## src/rtl/pwbt_pkg.sv

```systemverilog
`default_nettype none

package pwbt_pkg;

    // Transmit sequencer phases
    localparam logic [2:0] PH_IDLE  = 3'd0;
    localparam logic [2:0] PH_WAIT  = 3'd1;
    localparam logic [2:0] PH_START = 3'd2;
    localparam logic [2:0] PH_GAP1  = 3'd3;
    localparam logic [2:0] PH_GAP2  = 3'd4;
    localparam logic [2:0] PH_ACT1  = 3'd5;
    localparam logic [2:0] PH_ACT2  = 3'd6;
    localparam logic [2:0] PH_STOP  = 3'd7;

    // Configuration register indexes
    typedef logic [2:0] cfg_index_t;
    localparam cfg_index_t REG_IDLE_LIMIT     = 3'd0;
    localparam cfg_index_t REG_ZERO_THRESHOLD = 3'd1;
    localparam cfg_index_t REG_BIT_PERIOD     = 3'd2;
    localparam cfg_index_t REG_CLEAR_TO_SEND  = 3'd3;
    localparam cfg_index_t REG_RX_INVERTED    = 3'd4;
    localparam cfg_index_t REG_TX_INVERTED    = 3'd5;

    // Register reset values
    localparam int unsigned RST_IDLE_LIMIT     = 400;
    localparam int unsigned RST_ZERO_THRESHOLD = 150;
    localparam int unsigned RST_BIT_PERIOD     = 100;
    localparam int unsigned RST_CLEAR_TO_SEND  = 2000;

endpackage

`default_nettype wire

```

## src/rtl/pulse_width_bus_transceiver.sv

```systemverilog
`default_nettype none
// Pulse-width coded serial bus transceiver, one request per time-base tick.
// Input channel (s_): each request is one tick: the sampled bus level, and in
// s_tuser a flag that asks to send s_tdata's word. Output channel (m_): one
// result per request: transmit pin level, busy flag, a received word with its
// valid flag, and a flag for a send request dropped because the sender was busy.
// Configuration is written through cfg_wr_en / cfg_index / cfg_wdata; the user must
// write it only while the block is idle, which the block does not enforce. An index
// beyond the register list is ignored. The result of a request is registered and
// presented on m_ in the cycle after the request is accepted. Throughput: one request
// per cycle when not stalled; all work for a request is one pass of logic from the
// accepted request and the receiver and transmitter state into the result register.
// A stalled receiver (m_tready low) holds the result register; s_tready stays
// high while the result register is empty or is being taken this cycle.
// Reset (aresetn low, synchronous) empties the result register, restores the
// register defaults, sets the line history to idle with a saturated gap
// counter and puts the transmitter back to idle.
module pulse_width_bus_transceiver
    import pwbt_pkg::*;
#(
    parameter int WORD_BITS  = 16,
    parameter int TIMER_BITS = 20
) (
    input  wire                                  aclk,
    input  wire                                  aresetn,
    // configuration write port
    input  wire                                  cfg_wr_en,
    input  wire  [2:0]                           cfg_index,
    input  wire  [TIMER_BITS-1:0]                cfg_wdata,
    // request channel
    input  wire                                  s_tvalid,
    output logic                                 s_tready,
    input  wire  [((1 + WORD_BITS + 7) / 8) * 8 - 1:0] s_tdata,  // bus_level, send_word
    input  wire                                  s_tuser,   // kind
    // result channel
    output logic                                 m_tvalid,
    input  wire                                  m_tready,
    output logic [((4 + WORD_BITS + 7) / 8) * 8 - 1:0] m_tdata   // tx_line, tx_busy,
                                                  // word_valid, rx_word, request_dropped
);

    localparam int OUT_W   = ((4 + WORD_BITS + 7) / 8) * 8;
    localparam int BITS_W  = $clog2(WORD_BITS + 1);
    localparam logic [TIMER_BITS-1:0] TIMER_MAX = {TIMER_BITS{1'b1}};
    localparam logic [BITS_W-1:0]     WORD_CNT  = BITS_W'(WORD_BITS);

    // configuration registers
    logic [TIMER_BITS-1:0] idle_limit_reg, zero_threshold_reg;
    logic [TIMER_BITS-1:0] bit_period_reg, clear_to_send_reg;
    logic                  rx_inverted_reg, tx_inverted_reg;

    // receiver / transmitter state
    logic                  last_level_reg;
    logic [TIMER_BITS-1:0] gap_count_reg, gap_count_next;
    logic [WORD_BITS-1:0]  rx_shift_reg, rx_shift_next;
    logic [BITS_W-1:0]     rx_bits_reg, rx_bits_next;
    logic [2:0]            tx_phase_reg, tx_phase_next;
    logic [TIMER_BITS-1:0] tx_timer_reg, tx_timer_next;
    logic [WORD_BITS-1:0]  tx_shift_reg, tx_shift_next;
    logic [BITS_W-1:0]     tx_bits_reg, tx_bits_next;

    // result register
    logic                  m_valid_reg;
    logic [OUT_W-1:0]      m_data_reg, m_data_next;

    logic                  accept;
    logic                  kind, level;
    logic [WORD_BITS-1:0]  send_word;
    logic                  active, take_req, dropped, receiving, level_edge;
    logic [2:0]            cur_phase;
    logic [TIMER_BITS-1:0] gap, timer_cur, timer_inc, wait_timer;
    logic [WORD_BITS-1:0]  shift_cur, rx_shifted;
    logic [BITS_W-1:0]     bits_cur, rx_bits_inc, tx_bits_inc;
    logic                  seg_done, tx_msb, drive_active, word_valid;
    logic [WORD_BITS-1:0]  rx_word;

    assign s_tready  = !m_valid_reg || m_tready;
    assign accept    = s_tvalid && s_tready;
    assign m_tvalid  = m_valid_reg;
    assign m_tdata   = m_data_reg;

    assign kind      = s_tuser;
    assign level     = s_tdata[0];
    assign send_word = s_tdata[WORD_BITS:1];

    // request intake and current phase
    assign active    = level != ~rx_inverted_reg;
    assign take_req  = kind && (tx_phase_reg == PH_IDLE);
    assign dropped   = kind && (tx_phase_reg != PH_IDLE);
    assign cur_phase = take_req ? PH_WAIT : tx_phase_reg;
    assign shift_cur = take_req ? send_word : tx_shift_reg;
    assign bits_cur  = take_req ? '0 : tx_bits_reg;
    assign timer_cur = take_req ? '0 : tx_timer_reg;
    assign receiving = (cur_phase == PH_IDLE) || (cur_phase == PH_WAIT);

    // receiver: gap timing and bit decode
    assign gap         = (gap_count_reg == TIMER_MAX) ? TIMER_MAX : gap_count_reg + 1'b1;
    assign level_edge  = (level != last_level_reg) && receiving;
    assign rx_shifted  = {rx_shift_reg[WORD_BITS-2:0], gap > zero_threshold_reg};
    assign rx_bits_inc = rx_bits_reg + 1'b1;

    always_comb begin
        rx_shift_next  = rx_shift_reg;
        rx_bits_next   = rx_bits_reg;
        word_valid     = 1'b0;
        rx_word        = '0;
        gap_count_next = level_edge ? '0 : gap;
        if (level_edge && active) begin
            if (gap > idle_limit_reg) begin
                rx_shift_next = '0;
                rx_bits_next  = '0;
            end else if (rx_bits_inc == WORD_CNT) begin
                word_valid    = 1'b1;
                rx_word       = rx_shifted;
                rx_shift_next = '0;
                rx_bits_next  = '0;
            end else begin
                rx_shift_next = rx_shifted;
                rx_bits_next  = rx_bits_inc;
            end
        end
    end

    // transmitter sequencer
    assign timer_inc   = (timer_cur == TIMER_MAX) ? TIMER_MAX : timer_cur + 1'b1;
    assign seg_done    = (timer_inc >= bit_period_reg) || (timer_inc == TIMER_MAX);
    assign tx_msb      = shift_cur[WORD_BITS-1];
    assign tx_bits_inc = bits_cur + 1'b1;
    assign wait_timer  = active ? '0 : timer_inc;

    always_comb begin
        tx_phase_next = cur_phase;
        tx_timer_next = timer_cur;
        tx_shift_next = shift_cur;
        tx_bits_next  = bits_cur;
        drive_active  = 1'b0;
        case (cur_phase)
            PH_WAIT: begin
                if (wait_timer >= clear_to_send_reg) begin
                    tx_timer_next = '0;
                    tx_phase_next = PH_START;
                end else begin
                    tx_timer_next = wait_timer;
                end
            end
            PH_START, PH_GAP1, PH_GAP2, PH_ACT1, PH_ACT2, PH_STOP: begin
                drive_active  = (cur_phase == PH_START) || (cur_phase == PH_ACT1) ||
                                (cur_phase == PH_ACT2);
                tx_timer_next = seg_done ? '0 : timer_inc;
                if (seg_done) begin
                    case (cur_phase)
                        PH_START: tx_phase_next = PH_GAP1;
                        PH_GAP1:  tx_phase_next = tx_msb ? PH_GAP2 : PH_ACT1;
                        PH_GAP2:  tx_phase_next = PH_ACT1;
                        PH_STOP:  tx_phase_next = PH_IDLE;
                        default: begin
                            // active part of a data bit
                            if (cur_phase == PH_ACT1 && !tx_msb) begin
                                tx_phase_next = PH_ACT2;
                            end else begin
                                tx_shift_next = {shift_cur[WORD_BITS-2:0], 1'b0};
                                tx_bits_next  = tx_bits_inc;
                                tx_phase_next = (tx_bits_inc >= WORD_CNT) ? PH_STOP
                                                                          : PH_GAP1;
                            end
                        end
                    endcase
                end
            end
            default: ;
        endcase
    end

    // result packing
    always_comb begin
        m_data_next                  = '0;
        m_data_next[0]               = ~drive_active ^ tx_inverted_reg;
        m_data_next[1]               = cur_phase != PH_IDLE;
        m_data_next[2]               = word_valid;
        m_data_next[WORD_BITS+2:3]   = rx_word;
        m_data_next[WORD_BITS+3]     = dropped;
    end

    // configuration registers
    always_ff @(posedge aclk) begin
        if (!aresetn) begin
            idle_limit_reg     <= TIMER_BITS'(RST_IDLE_LIMIT);
            zero_threshold_reg <= TIMER_BITS'(RST_ZERO_THRESHOLD);
            bit_period_reg     <= TIMER_BITS'(RST_BIT_PERIOD);
            clear_to_send_reg  <= TIMER_BITS'(RST_CLEAR_TO_SEND);
            rx_inverted_reg    <= 1'b0;
            tx_inverted_reg    <= 1'b0;
        end else if (cfg_wr_en) begin
            case (cfg_index)
                REG_IDLE_LIMIT:     idle_limit_reg     <= cfg_wdata;
                REG_ZERO_THRESHOLD: zero_threshold_reg <= cfg_wdata;
                REG_BIT_PERIOD:     bit_period_reg     <= cfg_wdata;
                REG_CLEAR_TO_SEND:  clear_to_send_reg  <= cfg_wdata;
                REG_RX_INVERTED:    rx_inverted_reg    <= cfg_wdata[0];
                REG_TX_INVERTED:    tx_inverted_reg    <= cfg_wdata[0];
                default: ;
            endcase
        end
    end

    // state update on each accepted request
    always_ff @(posedge aclk) begin
        if (!aresetn) begin
            last_level_reg <= 1'b1;
            gap_count_reg  <= TIMER_MAX;
            rx_shift_reg   <= '0;
            rx_bits_reg    <= '0;
            tx_phase_reg   <= PH_IDLE;
            tx_timer_reg   <= '0;
            tx_shift_reg   <= '0;
            tx_bits_reg    <= '0;
        end else if (accept) begin
            last_level_reg <= level;
            gap_count_reg  <= gap_count_next;
            rx_shift_reg   <= rx_shift_next;
            rx_bits_reg    <= rx_bits_next;
            tx_phase_reg   <= tx_phase_next;
            tx_timer_reg   <= tx_timer_next;
            tx_shift_reg   <= tx_shift_next;
            tx_bits_reg    <= tx_bits_next;
        end
    end

    // result register
    always_ff @(posedge aclk) begin
        if (!aresetn) begin
            m_valid_reg <= 1'b0;
        end else if (s_tready) begin
            m_valid_reg <= s_tvalid;
        end
    end

    always_ff @(posedge aclk) begin
        if (accept) begin
            m_data_reg <= m_data_next;
        end
    end

endmodule

`default_nettype wire
```

## config.mk

```make
export PLATFORM = sky130hd
export DESIGN_NAME = pulse_width_bus_transceiver
export DESIGN_NICKNAME = d
export VERILOG_FILES = /design/src/rtl/pwbt_pkg.sv /design/src/rtl/pulse_width_bus_transceiver.sv
export SDC_FILE = /design/constraint.sdc
export NUM_CORES = 1
export LEC_CHECK = 0
export BUFFER_PORTS_ARGS = -buffer_cell sky130_fd_sc_hd__buf_2
export CAP_MARGIN = 20
export CORE_ASPECT_RATIO = 0.6
export CORE_MARGIN = 2
export CORE_UTILIZATION = 45
export DETAILED_ROUTE_END_ITERATION = 8
export HOLD_SLACK_MARGIN = 0.06
export PLACE_DENSITY_LB_ADDON = 0.08
export SLEW_MARGIN = 20
export SYNTH_ARGS = -nofsm -noshare
export SYNTH_HDL_FRONTEND = slang
export SYNTH_SLANG_ARGS = --single-unit
```

## constraint.sdc

```tcl
create_clock -name aclk -period 5.92 [get_ports aclk]
set_input_delay 0.296 -clock aclk [delete_from_list [all_inputs] [get_ports aclk]]
set_output_delay 0.296 -clock aclk [all_outputs]
set_load 0.1 [all_outputs]
```

==> results.yml <==
status:
  status: "complete, no violations"
global_route:
  antenna_found_initial: 0
  grt_max_degree: 88
  track_usage: 0.222
  grt-ovfl-total: 0
  grt_pass1_vias: 8073
  grt_pass1_wl_um: 43100
sta:
  fin_skew_ns: 0.00906
  drv_slew: 0
  worst_slew_pin_slew_ns: 1.01
  finalHoldViolations: 0
  period_share: 0.904
  finalSetupTns_ns: 0
  relSlewSlack: 0.330
  min_period_ns: 5.35
  max_freq_mhz: 187
  hold_slack_ns: 0.103
  setup-violations-final: 0
  fin_ws_ns: 0.568
  rsz0062_at_grt: "false"
logic_synthesis:
  synth_mux_area_frac: 0.00974
  ys_seq_area_frac: 0.381
  synthSimpleGateAreaFrac: 0.214
  synthTopCellsByCount: "nand2_1, dfxtp_1, a21oi_1, inv_1, ha_1"
  ys_seq_elements: 188
  ys.flop_type: "dfxtp_1"
  synth_top_family_by_area: "simple AND/OR/NAND/NOR gates"
  netlist.area_leader.share: 0.323
  syn_inst: 1269
  synth.avg_cell_area_um2: 8.20
  synth-compound-area-share: 0.205
  postSynth.asyncResetShare: 0
  yosys_warnings: 0
  synth-edff-count: 20
  synth_largest_area_cell: "dfxtp_1"
  netlist_area_um2: 10400
  yosysMostFrequentCell: "nand2_1"
  yosys-top-cells-area: "dfxtp_1, ha_1, nand2_1, a21oi_1, edfxtp_1"
  synth-xor-area-share: 0.0269
  synth_adder_area_share: 0.101
  synth.distinct_cells: 66
placed_design:
  hpwl_um: 19100
  placedInstanceArea_um2: 11000
  io_buffers: 67
  dp_slack_ns: 0.659
  place.gp.congestion: 0.838
critical_path:
  critPathRequiredTime_ns: 6.27
  cp-end-kind: "flop"
  crit_arrival_ns: 5.70
  path_max_fanout: 39
  worstSetupStartpointType: "flop"
  critPathKind: "flop to flop"
cts:
  insertion_delay_ns: 0.45
  ctsResizeCount: 0
  cts_root_buf: "clkbuf_16"
  cts.sinks: 188
  cts_tree: "done"
  cts.reportedPaths.clkPinSlew_ns: 0.07
  cts_buffers: 17
  htreeDepth: 4
  cts_setup_buffers: 0
  clk_path_buf_depth: 2
  ctsHoldBuffers: 0
layout:
  design_area_um2: 11600
  area_growth_pct: 11.7
  drive_gt1_frac: 0.112
  fin_nets: 1442
  antenna_cells: 0
run:
  drv_cap: 0
route:
  drc: 0
  postRouteAntennaNets: 0
  vias_per_cell: 5.42
  first_pass_iters: 5
  drt_iter0_markers: 574
  wl_per_cell_um: 16.2
  wl_um: 26400
  num_vias: 8858
floorplan:
  core_area_um2: 22900
  row_count: 43
  die_width_um: 200
  num_io_pins: 79
  die-height_um: 122
  dieArea_um2: 24400
  initial_utilization: 0.454
power_and_ir_drop:
  ir_worst_vdd_v: 0.000191
  power_leakage_uw: 0.00473
  power_uw: 2990
  power.density_nw_per_um2: 257
min_path:
  hold_path.class: "input port to flop"
kinds of logic (layout without fill, tap and decap cells):
group	after synthesis	count (layout)
adders and majority gates	84	84
buffers and inverters	166	212
xor gates and xnor gates	32	32
DFF	188	188
other	1	4
and+or+nand+nor	470	470
AOI/OAI and AO/OA	319	319
muxes	9	9
power by group:
part | total, uW | internal, uW | switching (uW) | leakage (uW)
Combinational | 453 | 155 | 298 | 0.00287
Sequential | 1360 | 1330 | 30.1 | 0.00156
Clock | 1180 | 606 | 572 | 0.000291
metal layers:
layer | part of all wire | GRT usage | vias up
li1 | - | - | 4484
met4 | 0.012 | 0.0657 | 0
met1 | 0.56 | 0.349 | 4174
met5 | 0 | 0 | -
met3 | 0.043 | 0.0350 | 20
met2 | 0.39 | 0.306 | 180
cell type report:
cell class | count | area [um^2]
Clock buffer | 17 | 425
Clock inverter | 15 | 166
Fill cell | 2292 | 11300
Inverter | 89 | 334
Multi-Input combinational cell | 918 | 5830
Sequential cell | 188 | 3960
Tap cell | 315 | 394
Timing Repair Buffer | 91 | 519
stage by stage:
stage | cells | utilization
final | 1633 | 0.507
after CTS | 1633 | 0.507
after detailed placement | 1601 | 0.482
after global routing | 1633 | 0.507
after floorplan | 1272 | -
after global placement | 1600 | 0.481
cell usage in the layout (no fill, tap or decap), types with 27 or more instances in the layout:
master   count
a21o_1      27
nand3_1     33
a21oi_1    130
buf_2       67
nor2_1      44
dfxtp_1    168
ha_1        84
nand2_1    250
nor2b_1     38
a22o_1      35
inv_1       88
final timing paths:
kind,startpoint,endpoint,slack (ns),cells past startpoint
hold / removal,s_tvalid,m_tvalid,0.10,3
hold reg to reg,clear_to_send_reg[15],clear_to_send_reg[15],0.45,2
setup reg to reg,tx_phase_reg[0],tx_bits_reg[1],0.57,22
setup / recovery,tx_phase_reg[0],tx_bits_reg[1],0.57,22
critical path: stages (launching register included):
cell and delay, ns:
dfxtp_1 0.31, buf_4 0.18, or4b_2 0.74, and2_1 0.23, ha_1 0.27, nand4_2 0.24
nor4_4 0.07, buf_4 0.18, nand3_1 0.29, nand2_1 0.17, inv_1 0.09, ha_1 0.21
nand2b_1 0.14, a21oi_1 0.14, o21ai_0 0.10, a2111oi_0 0.60, o31ai_1 0.17, a21oi_1 0.23
buf_4 0.19, a21oi_2 0.05, buf_4 0.25, and3_1 0.24, o21a_1 0.16
Power figures use the tool's default switching activity.
